`src/hw/rtl/clqd_pkg.sv`:
```
`timescale 1ns / 1ps
// ----------------------------------------------------------------------------
// clqd_pkg
// request codes, status codes and cell commands shared by the deque core
// ----------------------------------------------------------------------------
package clqd_pkg;

  // request codes
  localparam logic [2:0] REQ_PUSH      = 3'd0;
  localparam logic [2:0] REQ_POP_FRONT = 3'd1;
  localparam logic [2:0] REQ_POP_BACK  = 3'd2;
  localparam logic [2:0] REQ_POP_COUNT = 3'd3;
  localparam logic [2:0] REQ_POP_QTY   = 3'd4;

  // status codes
  localparam logic [2:0] ST_OK        = 3'd0;
  localparam logic [2:0] ST_OVER_CAP  = 3'd1;
  localparam logic [2:0] ST_DUPLICATE = 3'd2;
  localparam logic [2:0] ST_EMPTY     = 3'd3;
  localparam logic [2:0] ST_COUNT_BIG = 3'd4;
  localparam logic [2:0] ST_QTY_BIG   = 3'd5;
  localparam logic [2:0] ST_NO_SLOT   = 3'd6;

  // register indexes
  localparam logic REG_CAPACITY  = 1'b0;
  localparam logic REG_TOLERANCE = 1'b1;

  // most result items one request may produce
  localparam int MAX_RESULTS = 16;

  // command broadcast to every cell of the chain
  typedef enum logic [2:0] {
    CELL_HOLD  = 3'd0,
    CELL_CMP   = 3'd1,
    CELL_SHIFT = 3'd2,
    CELL_PUSH  = 3'd3,
    CELL_TRIM  = 3'd4
  } cell_op_t;

endpackage

```
`src/hw/rtl/clqd_cell.sv`:
```
`timescale 1ns / 1ps
// ----------------------------------------------------------------------------
// clqd_cell
// one deque slot: holds an entry, shifts toward the front, compares ids
// ----------------------------------------------------------------------------
module clqd_cell import clqd_pkg::*; #(
  parameter int IDX         = 0,
  parameter int DEPTH       = 16,
  parameter int ID_BITS     = 16,
  parameter int AMOUNT_BITS = 32,
  localparam int CNTW       = $clog2(DEPTH + 1)
) (
  input  logic                   clk,
  input  logic                   rst,
  input  cell_op_t               op,
  input  logic [ID_BITS-1:0]     cmd_id,
  input  logic [AMOUNT_BITS-1:0] cmd_amount,
  input  logic [CNTW-1:0]        count,
  input  logic [ID_BITS-1:0]     next_id,
  input  logic [AMOUNT_BITS-1:0] next_amount,
  output logic [ID_BITS-1:0]     id,
  output logic [AMOUNT_BITS-1:0] amount,
  output logic                   match,
  output logic [ID_BITS-1:0]     tail_id,
  output logic [AMOUNT_BITS-1:0] tail_amount
);

  logic occupied;
  logic is_target;
  logic is_tail;

  assign occupied  = CNTW'(IDX) < count;
  assign is_target = count == CNTW'(IDX);
  assign is_tail   = count == CNTW'(IDX + 1);

  assign tail_id     = is_tail ? id : '0;
  assign tail_amount = is_tail ? amount : '0;

  always_ff @(posedge clk) begin
    unique case (op)
      CELL_SHIFT: begin
        id     <= next_id;
        amount <= next_amount;
      end
      CELL_PUSH: begin
        if (is_target) begin
          id     <= cmd_id;
          amount <= cmd_amount;
        end
      end
      CELL_TRIM: begin
        if (IDX == 0) begin
          amount <= cmd_amount;
        end
      end
      default: begin
      end
    endcase
  end

  always_ff @(posedge clk) begin
    if (rst) begin
      match <= 1'b0;
    end else if (op == CELL_CMP) begin
      match <= occupied && (id == cmd_id);
    end
  end

endmodule

```
`src/hw/rtl/capacity_limited_quantity_deque_core.sv`:
```
`timescale 1ns / 1ps
// ----------------------------------------------------------------------------
// capacity_limited_quantity_deque_core
// bounded deque of (id, amount) entries with a running total held against a
// capacity; push, pop front/back, pop count and pop quantity with head split
// ----------------------------------------------------------------------------
//
//  channel   handshake              payload
//  -------   ---------------------  ------------------------------------------
//  request   req_valid / req_ready  req_type, res_id, amount, pop_count
//  response  rsp_valid / rsp_ready  status, has_entry, out_id, out_amount,
//                                   split, last
//  config    cfg_we                 cfg_index, cfg_data
//
//  an item that gives one status or single entry result is accepted, then
//  evaluated against the cell match flags; an item that gives N results then
//  takes N pieces one after another from the head cell (one per cycle while the response register is free)
//  the sequencer takes one item at a time; a result waiting in the response
//  register does not block the accept, only the next emission
//  rst is synchronous: count and total clear, capacity to all ones,
//  tolerance to one; entry cells are not cleared
//
module capacity_limited_quantity_deque_core import clqd_pkg::*; #(
  parameter int DEPTH       = 16,
  parameter int ID_BITS     = 16,
  parameter int AMOUNT_BITS = 32
) (
  input  logic                   clk,
  input  logic                   rst,
  // configuration writes
  input  logic                   cfg_we,
  input  logic                   cfg_index,
  input  logic [31:0]            cfg_data,
  // request items
  input  logic                   req_valid,
  output logic                   req_ready,
  input  logic [2:0]             req_type,
  input  logic [ID_BITS-1:0]     res_id,
  input  logic [AMOUNT_BITS-1:0] amount,
  input  logic [4:0]             pop_count,
  // result items
  output logic                   rsp_valid,
  input  logic                   rsp_ready,
  output logic [2:0]             status,
  output logic                   has_entry,
  output logic [ID_BITS-1:0]     out_id,
  output logic [AMOUNT_BITS-1:0] out_amount,
  output logic                   split,
  output logic                   last
);

  localparam int CNTW = $clog2(DEPTH + 1);
  localparam int TW   = AMOUNT_BITS + 1;                       // total width
  localparam int CW   = (AMOUNT_BITS + 2 > 34) ? AMOUNT_BITS + 2 : 34;
  localparam int CMPW = (CNTW > 5) ? CNTW : 5;

  typedef enum logic [2:0] {
    S_IDLE = 3'b001,
    S_EVAL = 3'b010,
    S_LOOP = 3'b100
  } state_t;

  state_t state, state_next;

  // configuration registers
  logic [31:0] capacity;
  logic [15:0] tolerance;

  // latched request
  logic [2:0]             req_type_q;
  logic [ID_BITS-1:0]     req_id_q;
  logic [AMOUNT_BITS-1:0] req_amount_q;
  logic [4:0]             req_cnt_q;

  // deque bookkeeping
  logic [CNTW-1:0]        count, count_next;
  logic [TW-1:0]          total, total_next;
  logic [AMOUNT_BITS-1:0] left, left_next;         // quantity still owed
  logic [3:0]             emitted, emitted_next;   // results given so far

  // chain wiring
  cell_op_t               cell_op;
  logic [ID_BITS-1:0]     cmd_id;
  logic [AMOUNT_BITS-1:0] cmd_amount;
  logic [ID_BITS-1:0]     cell_id     [DEPTH];
  logic [AMOUNT_BITS-1:0] cell_amount [DEPTH];
  logic [ID_BITS-1:0]     cell_tid    [DEPTH];
  logic [AMOUNT_BITS-1:0] cell_tamt   [DEPTH];
  logic [DEPTH-1:0]       cell_match;

  logic [ID_BITS-1:0]     tail_id;
  logic [AMOUNT_BITS-1:0] tail_amount;

  // result being produced this cycle
  logic                   emit;
  logic [2:0]             e_status;
  logic                   e_has;
  logic [ID_BITS-1:0]     e_id;
  logic [AMOUNT_BITS-1:0] e_amount;
  logic                   e_split;
  logic                   e_last;

  logic out_free;
  logic over_cap;
  logic duplicate;
  logic full;
  logic cnt_bad;
  logic qty_big;

  // --------------------------------------------------------------------------
  // row of cells, front at cell 0, each shifting from its right neighbor
  // --------------------------------------------------------------------------
  for (genvar i = 0; i < DEPTH; i++) begin : g_cell
    logic [ID_BITS-1:0]     nb_id;
    logic [AMOUNT_BITS-1:0] nb_amount;

    if (i < DEPTH - 1) begin : g_nb
      assign nb_id     = cell_id[i+1];
      assign nb_amount = cell_amount[i+1];
    end else begin : g_end
      assign nb_id     = '0;
      assign nb_amount = '0;
    end

    clqd_cell #(
      .IDX         (i),
      .DEPTH       (DEPTH),
      .ID_BITS     (ID_BITS),
      .AMOUNT_BITS (AMOUNT_BITS)
    ) u_cell (
      .clk         (clk),
      .rst         (rst),
      .op          (cell_op),
      .cmd_id      (cmd_id),
      .cmd_amount  (cmd_amount),
      .count       (count),
      .next_id     (nb_id),
      .next_amount (nb_amount),
      .id          (cell_id[i]),
      .amount      (cell_amount[i]),
      .match       (cell_match[i]),
      .tail_id     (cell_tid[i]),
      .tail_amount (cell_tamt[i])
    );
  end

  // only the tail cell drives nonzero data, so an or picks it out
  always_comb begin
    tail_id     = '0;
    tail_amount = '0;
    for (int i = 0; i < DEPTH; i++) begin
      tail_id     = tail_id | cell_tid[i];
      tail_amount = tail_amount | cell_tamt[i];
    end
  end

  // --------------------------------------------------------------------------
  // request checks
  // --------------------------------------------------------------------------
  assign out_free  = !rsp_valid || rsp_ready;
  assign over_cap  = (CW'(req_amount_q) + CW'(total)) > (CW'(capacity) + CW'(tolerance));
  assign duplicate = |cell_match;
  assign full      = count == CNTW'(DEPTH);
  assign cnt_bad   = (CMPW'(req_cnt_q) > CMPW'(count)) || (req_cnt_q > 5'(MAX_RESULTS));
  assign qty_big   = TW'(req_amount_q) > total;

  assign req_ready = state == S_IDLE;

  // --------------------------------------------------------------------------
  // sequencer
  // --------------------------------------------------------------------------
  always_comb begin
    state_next   = state;
    cell_op      = CELL_HOLD;
    cmd_id       = req_id_q;
    cmd_amount   = req_amount_q;
    count_next   = count;
    total_next   = total;
    left_next    = left;
    emitted_next = emitted;
    emit         = 1'b0;
    e_status     = ST_OK;
    e_has        = 1'b0;
    e_id         = '0;
    e_amount     = '0;
    e_split      = 1'b0;
    e_last       = 1'b1;

    unique case (state)
      S_IDLE: begin
        // cells compare their ids against the incoming one on accept
        if (req_valid) begin
          cell_op    = CELL_CMP;
          cmd_id     = res_id;
          state_next = S_EVAL;
        end
      end

      S_EVAL: begin
        if (out_free) begin
          state_next = S_IDLE;
          unique case (req_type_q)
            REQ_PUSH: begin
              emit = 1'b1;
              if (over_cap) begin
                e_status = ST_OVER_CAP;
              end else if (duplicate) begin
                e_status = ST_DUPLICATE;
              end else if (full) begin
                e_status = ST_NO_SLOT;
              end else begin
                cell_op    = CELL_PUSH;
                count_next = count + CNTW'(1);
                total_next = total + TW'(req_amount_q);
              end
            end
            REQ_POP_FRONT, REQ_POP_BACK: begin
              emit = 1'b1;
              if (count == '0) begin
                e_status = ST_EMPTY;
              end else begin
                e_has      = 1'b1;
                count_next = count - CNTW'(1);
                if (req_type_q == REQ_POP_FRONT) begin
                  cell_op  = CELL_SHIFT;
                  e_id     = cell_id[0];
                  e_amount = cell_amount[0];
                end else begin
                  e_id     = tail_id;
                  e_amount = tail_amount;
                end
                total_next = total - TW'(e_amount);
              end
            end
            REQ_POP_COUNT: begin
              if (cnt_bad) begin
                emit     = 1'b1;
                e_status = ST_COUNT_BIG;
              end else if (req_cnt_q == '0) begin
                emit = 1'b1;
              end else begin
                emitted_next = '0;
                state_next   = S_LOOP;
              end
            end
            REQ_POP_QTY: begin
              if (qty_big) begin
                emit     = 1'b1;
                e_status = ST_QTY_BIG;
              end else if (req_amount_q == '0) begin
                emit = 1'b1;
              end else begin
                left_next    = req_amount_q;
                emitted_next = '0;
                state_next   = S_LOOP;
              end
            end
            default: begin
              // unknown request: dropped without a result
            end
          endcase
        end
      end

      S_LOOP: begin
        // one piece a cycle while the response register is free, always from the head cell
        if (out_free) begin
          emit         = 1'b1;
          e_has        = 1'b1;
          e_id         = cell_id[0];
          emitted_next = emitted + 4'd1;
          if (req_type_q == REQ_POP_COUNT) begin
            e_amount   = cell_amount[0];
            cell_op    = CELL_SHIFT;
            count_next = count - CNTW'(1);
            total_next = total - TW'(cell_amount[0]);
            e_last     = (5'(emitted) + 5'd1) == req_cnt_q;
          end else if (cell_amount[0] > left) begin
            // head larger than what is owed: cut it, the rest stays
            e_amount   = left;
            e_split    = 1'b1;
            cell_op    = CELL_TRIM;
            cmd_amount = cell_amount[0] - left;
            total_next = total - TW'(left);
            left_next  = '0;
            e_last     = 1'b1;
          end else begin
            e_amount   = cell_amount[0];
            cell_op    = CELL_SHIFT;
            count_next = count - CNTW'(1);
            total_next = total - TW'(cell_amount[0]);
            left_next  = left - cell_amount[0];
            e_last     = (left_next == '0) || (count == CNTW'(1)) ||
                         (emitted == 4'(MAX_RESULTS - 1));
          end
          if (e_last) begin
            state_next = S_IDLE;
          end
        end
      end

      default: begin
        state_next = S_IDLE;
      end
    endcase
  end

  // --------------------------------------------------------------------------
  // control registers
  // --------------------------------------------------------------------------
  always_ff @(posedge clk) begin
    if (rst) begin
      state     <= S_IDLE;
      count     <= '0;
      total     <= '0;
      capacity  <= 32'hFFFF_FFFF;
      tolerance <= 16'd1;
      rsp_valid <= 1'b0;
    end else begin
      state <= state_next;
      count <= count_next;
      total <= total_next;
      if (cfg_we) begin
        if (cfg_index == REG_CAPACITY) begin
          capacity <= cfg_data;
        end else begin
          tolerance <= cfg_data[15:0];
        end
      end
      if (emit) begin
        rsp_valid <= 1'b1;
      end else if (rsp_ready) begin
        rsp_valid <= 1'b0;
      end
    end
  end

  // --------------------------------------------------------------------------
  // payload registers
  // --------------------------------------------------------------------------
  always_ff @(posedge clk) begin
    left    <= left_next;
    emitted <= emitted_next;
    if (req_valid && req_ready) begin
      req_type_q   <= req_type;
      req_id_q     <= res_id;
      req_amount_q <= amount;
      req_cnt_q    <= pop_count;
    end
    if (emit) begin
      status     <= e_status;
      has_entry  <= e_has;
      out_id     <= e_id;
      out_amount <= e_amount;
      split      <= e_split;
      last       <= e_last;
    end
  end

endmodule

```
`config.mk`:
```
export PLATFORM = sky130hd
export DESIGN_NAME = capacity_limited_quantity_deque_core
export DESIGN_NICKNAME = d
export VERILOG_FILES = /design/src/hw/rtl/clqd_pkg.sv /design/src/hw/rtl/clqd_cell.sv /design/src/hw/rtl/capacity_limited_quantity_deque_core.sv
export SDC_FILE = /design/constraint.sdc
export NUM_CORES = 2
export LEC_CHECK = 0
export BUFFER_PORTS_ARGS = -buffer_cell sky130_fd_sc_hd__buf_2
export CAP_MARGIN = 5
export CORE_MARGIN = 5
export CORE_UTILIZATION = 38
export CTS_CLUSTER_SIZE = 25
export DETAILED_ROUTE_END_ITERATION = 7
export GPL_TIMING_DRIVEN = 0
export HOLD_SLACK_MARGIN = 0.12
export REMOVE_ABC_BUFFERS = 1
export SETUP_SLACK_MARGIN = 0.02
export SLEW_MARGIN = 20
export SYNTH_ARGS = -nofsm -noshare
export SYNTH_HDL_FRONTEND = slang
export SYNTH_SLANG_ARGS = --single-unit
```
`constraint.sdc`:
```
create_clock -name clk -period 23.3 [get_ports clk]
set_clock_uncertainty 0.2 [all_clocks]
set_input_delay 4.66 -clock clk [delete_from_list [all_inputs] [get_ports clk]]
set_output_delay 4.66 -clock clk [all_outputs]
set_load 0.01 [all_outputs]
```
After elaboration in Yosys (flattened, before gate mapping)
Index checks and enable logic that the tools add are counted.

storage, ports and cells
  word-level logic and storage cells = 477
  bits of input ports = 94
  register bits = 1020
  output and inout port bits = 56

cells by class
  bitwise logic cells = 33
  add/sub/neg operators = 12
  reduce and logical (&&, ||, !) cells = 61
  $lt $le $gt $ge = 21
  muxes and demuxes = 204
  equal/unequal tests = 80

operators with widths
  operator            count
  $mux 32             54
  $pmux 32 s2         17
  $mux 16             39
  $pmux 16 s2         17
  $or 32x32->32       15
  $mux 33             8
  $eq 16x16->1        16
  $or 16x16->16       15
  $pmux 33 s2         2
  $sub 33x32->33      3
  $pmux 32 s3         1
  $logic_not 32->1    2
  $sub 32x32->32      2
  $mux 3              16
  $reduce_and 2->1    21
  $eq 5x4->1 const B  8
  $lt 4x5->1 const A  8
  $mux 5              8
  $add 32x33->34      1
  $gt 34x33->1        1
  $add 32x16->33      1
  $add 33x32->33      1
  $gt 32x33->1        1
  $gt 32x32->1        1
  48 further kinds    153

Logic depth before layout (Yosys ltp)
  depth after elaboration = 27
  mapped depth = 28

Modules after synthesis
A second synthesis with hierarchy kept.

second synthesis, totals
  cell total of the unflattened synthesis = 6246
  area total of the unflattened synthesis = 68418.1 sq um

by module, submodules not included
  module                                cells an instance  area an instance (sq um)  times used  seq. area each (sq um)
  capacity_limited_quantity_deque_core  3228               25577.0                   1           6185.9
  clqd_cell (g_cell[1].u_cell ...)      187                2717.6                    2           1461.4
  clqd_cell (g_cell[12].u_cell ...)     188                2618.8                    2           1461.4
  clqd_cell (g_cell[15].u_cell)         190                2760.1                    1           1461.4
  clqd_cell (g_cell[13].u_cell)         187                2736.4                    1           1461.4
  clqd_cell (g_cell[6].u_cell)          186                2735.1                    1           1461.4
  clqd_cell (g_cell[10].u_cell)         193                2726.4                    1           1461.4
  clqd_cell (g_cell[14].u_cell)         186                2720.1                    1           1461.4
  clqd_cell (g_cell[4].u_cell)          188                2713.9                    1           1461.4
  clqd_cell (g_cell[3].u_cell)          192                2681.3                    1           1461.4
  clqd_cell (g_cell[0].u_cell)          193                2641.3                    1           1461.4
  clqd_cell (g_cell[8].u_cell)          191                2638.8                    1           1461.4
  clqd_cell (g_cell[2].u_cell)          188                2610.0                    1           1461.4
  clqd_cell (g_cell[5].u_cell)          188                2605.0                    1           1461.4
  clqd_cell (g_cell[11].u_cell)         186                2600.0                    1           1461.4

Worst setup path before layout
No wires, ideal clock.

  kind = input -> register
  start = in rsp_ready
  end = reg g_cell[1].u_cell.amount[0], enable pin
  slack = 13486 ps
  path buffers = 2
  setup time = 520 ps
  arrival time = 9094 ps
  stages on the path = 7
  cell sequence = nand2b_1 nand2_1 nor2_1 nand4_1 buf_2 buf_1 o21ai_0

between the ends
  longest elaborated chain between the ends = 6

ends and longest elaborated chain
  what                                                                     RTL line                                                                                  RTL
  from (decl)                                                              capacity_limited_quantity_deque_core.sv:43                                                input logic rsp_ready,
  $logic_or 1x1->1 (*)                                                     capacity_limited_quantity_deque_core.sv:160                                               assign out_free = !rsp_valid || rsp_ready;
  $mux 3 / $mux 2 (equally long branches)                                  capacity_limited_quantity_deque_core.sv:267, capacity_limited_quantity_deque_core.sv:200
  $pmux 3 s3 (*)                                                           capacity_limited_quantity_deque_core.sv:189                                               unique case (state)
  $eq 3x2->1                                                               clqd_cell.sv:40                                                                           unique case (op)
  $ne 2x1->1 (no source line) / $reduce_bool 2->1 (equally long branches)  --
  $reduce_and 2->1 (no source line) (*)                                    --
  to (signal assigned)                                                     clqd_cell.sv:43                                                                           amount <= next_amount;
  to (signal assigned)                                                     clqd_cell.sv:48                                                                           amount <= cmd_amount;
  to (signal assigned)                                                     clqd_cell.sv:53                                                                           amount <= cmd_amount;
  to (decl)                                                                clqd_cell.sv:22                                                                           output logic [AMOUNT_BITS-1:0] amount,

Every way passes the cells marked *; elsewhere a longest branch is shown, timed or not.
A chain may end at the register's enable or synchronous reset.

Worst setup path after layout
  start = reg total[1]
  end = reg g_cell[9].u_cell.amount[8], data pin

between the ends
  longest elaborated chain between the ends = 8

ends and longest elaborated chain
  what                    RTL line                                     RTL
  from (decl)             capacity_limited_quantity_deque_core.sv:77   logic [TW-1:0] total, total_next;
  from (signal assigned)  capacity_limited_quantity_deque_core.sv:322  total <= total_next;
  $add 32x33->34 (*)      capacity_limited_quantity_deque_core.sv:161  assign over_cap = (CW'(req_amount_q) + CW'(total)) > (CW'(capacity) + CW'(tolerance));
  $gt 34x33->1 (*)        capacity_limited_quantity_deque_core.sv:161
  $mux 2 (*)              capacity_limited_quantity_deque_core.sv:205  if (over_cap) begin
  $pmux 2 s2 (*)          capacity_limited_quantity_deque_core.sv:202  unique case (req_type_q)
  $mux 2 (*)              capacity_limited_quantity_deque_core.sv:200  if (out_free) begin
  $pmux 3 s3 (*)          capacity_limited_quantity_deque_core.sv:189
  $eq 3x2->1              clqd_cell.sv:40
  $pmux 32 s2 (*)         clqd_cell.sv:40
  to (signal assigned)    clqd_cell.sv:43
  to (signal assigned)    clqd_cell.sv:48
  to (signal assigned)    clqd_cell.sv:53
  to (decl)               clqd_cell.sv:22

Marks and branches as above.

==> out/qor.txt <==
Vias: 50900
WP data required: 23.60 ns
MaxCap Viol Count: 0
Post-Route WL: 236000 um
RSZ-0062 raised after global routing: no
CTS Sinks: 1020
final setup vio count: 0
CTS Buf Count: 116
Die Width: 412 um
Clock Latency Late Sink: 0.82 ns
Most used DFF post-synth: edfxtp_1
Clock Power Share: 43.8%
leakage: 25.2 nW
crit path max fanout: 70
internal cell power: 0.00314 W
Sum Neg Setup Slack: 0 ns
Final Power: 0.00423 W
Worst slew margin: 17.7%
Tcrit/Tclk final: 43.7%
most frequent CP cell: buf_16
clock buffer depth: 3
number of cells upsized or downsized after cts: 0
Worst Hold Class: reg -> reg
IO Count: 150
Layout fillers: 15100
site row count: 147
Startpoint Class: flip-flop
Worst VDD drop: 0.0687 mV
total gr overflow: 0
antenna violations before repair: 8
vias in the first global route: 49000
global-route wire length before repair: 337000 um
die area: 170000 um2
Post-synth EDFFs: 914
Post-CTS Hold Buffers: 0
# port buffers: 149
top cells by count, synth: edfxtp_1 (914), o21a_1 (649), nand2_1 (464)
hpwl dp: 168000 um
Buf/Inv on CP: 6
post-synthesis cell count: 5888
Root Buffer: clkbuf_16
ys async rst share: 0%
TritonCTS clock tree: built
CP delay by family, top: compound AO/OA/AOI/OAI gates
largest net degree at the start of global routing: 72
Sw Pwr: 0.00109 W
Syn. warnings: 0
worst-margin pin slew: 1.23 ns
Final nets: 6301
CP Class: reg -> reg
Via density: 6.22
post-DR wirelength/cell: 28.8 um
Flop pwr share: 47.6%
leading area contributor after synthesis: edfxtp_1
clock slew at reported path FFs: 0.06 ns
drt first pass iters: 6
fmax: 98.1 MHz
critical path's slowest cell: a21boi_1
crit path DAT: 10.48 ns
Core Footprint: 161000 um2
most frequent cell after synthesis: edfxtp_1
area of the multi-input gates: 30000 um2
crit end category: flip-flop
Overall Global Routing Usage: 26.7%
postcts setup bufs: 0
synthesis-stage register bit count: 1020
Slew Limit Fails: 0
PwrDens: 60.4 nW/um2
die height: 412 um
Fin. Hold Viols: 0
RePlAce Congestion: 0.955
Initial Util: 38.3%
htree depth: 3
slowest stage delay, CP: 1.02 ns
mapped cell area: 61400 um2
Seq/Total Area, Yosys: 48.1%
sw frac: 25.9%
share of cells above drive strength 1: 9.74%
post-synthesis area per instance: 10.4 um2
combinational power share: 8.6%
Storage cell area: 29600 um2
synth unique cells: 99
Synth area leaders: edfxtp_1 (45%), o21a_1 (7.9%), ha_1 (5.8%)
minimum clock period: 10.19 ns
Residual DRC: 0
antenna violation net count after detailed routing: 0
status: complete, no violations
Synth top area share: 44.7%
area grow syn2layout: 14.1%
First DRT Iteration DRCs: 6937
## cell type report
| class | instances | area share (%) |
|---|---|---|
| diodes | 5 | 0.0179 |
| clock buffers | 142 | 4.32 |
| clock inverters | 74 | 1.07 |
| inverters | 167 | 0.905 |
| multi-input cells | 4311 | 42.8 |
| flip-flops and latches | 1020 | 42.2 |
| well taps | 2160 | 3.86 |
| repair buffers | 300 | 4.80 |
## routing by layer
layer	part of all wire (%)	track usage (%)	up-vias
met5	0.024	0.0862	-
met4	4.7	10.7	6
met3	12	6.81	603
met2	44	41.1	3037
met1	40	36.1	25000
li1	-	-	22300
## cell usage in the layout (no fill, tap or decap), types with 86 or more instances in the layout
cell type / synthesis / routed
edfxtp_1: 914 / 914
o21a_1: 649 / 649
nand2_1: 464 / 447
nor2_1: 420 / 407
a21oi_1: 357 / 357
ha_1: 284 / 284
a22oi_1: 259 / 259
xnor2_1: 243 / 243
xor2_1: 240 / 240
o21ai_0: 192 / 187
inv_1: 163 / 162
buf_2: 148 / 148
a21o_1: 116 / 116
clkbuf_16: 0 / 116
nand4_1: 110 / 110
dfxtp_1: 106 / 106
nand3_1: 102 / 101
a221oi_1: 86 / 86
## worst paths after layout
kind / depth (start not counted) / slack, ns / endpoint / from
max: 26 / 13.11 / g_cell[9].u_cell.amount[8] / total[1]
min: 2 / 0.27 / tolerance[14] / tolerance[14]
max reg2reg: 26 / 13.11 / g_cell[9].u_cell.amount[8] / total[1]
min reg2reg: 2 / 0.27 / tolerance[14] / tolerance[14]
## cell families after synthesis
family / Yosys count / synth area share (%)
simple gates: 1431 / 10.8
flops: 1020 / 48.1
xor+xnor: 483 / 6.89
buf+inv: 557 / 3.79
mux: 41 / 0.674
fa+ha+maj: 291 / 6.01
compound gates: 2065 / 23.7
## sequential cells by signal, indices dropped and copies added (netlist names)
| register | flops |
|---|---|
| rsp_valid | 1 |
| left | 32 |
| has_entry | 1 |
| count | 5 |
| last | 1 |
| capacity | 32 |
| out_id | 16 |
| g_cell.u_cell.amount | 512 |
| status | 3 |
| tolerance | 16 |
| g_cell.u_cell.match | 16 |
| emitted | 4 |
| req_amount_q | 32 |
| req_id_q | 16 |
| g_cell.u_cell.id | 256 |
| req_type_q | 3 |
| split | 1 |
| total | 33 |
| state | 3 |
| out_amount | 32 |
| req_cnt_q | 5 |
## tightest hold or removal path, delay by kind of cell (launching register included)
family	cells	cell delay (ns)
flops	1	0.31
simple gates	1	0.05
compound gates	1	0.05
## power by group through the flow
stage	clock, W	combinational (W)	sequential [W]
after detailed placement	0	0.000355	0.00205
after floorplan	0	0.000231	0.00204
final	0.00186	0.000364	0.00201
after global placement	0	0.000348	0.00205
after CTS	0.00187	0.000357	0.00201
after global routing	0.00195	0.000392	0.00202
## metrics by stage
| stage | util, % | setup slack (ns) | hold slack, ns | area [um2] | std cells |
|---|---|---|---|---|---|
| after CTS | 43.6 | 13.28 | 0.256 | 70100 | 8173 |
| final | 43.6 | 13.11 | 0.265 | 70100 | 8179 |
| after detailed placement | 41.3 | 13.28 | 0.248 | 66300 | 7957 |
| after global placement | 39.3 | -10.86 | 0.239 | 63200 | 7807 |
| after floorplan | - | 1.06 | 0.225 | 59700 | 5498 |
| after global routing | 43.6 | 12.60 | 0.272 | 70100 | 8174 |
Note: power is estimated with default switching activity, not from simulation.
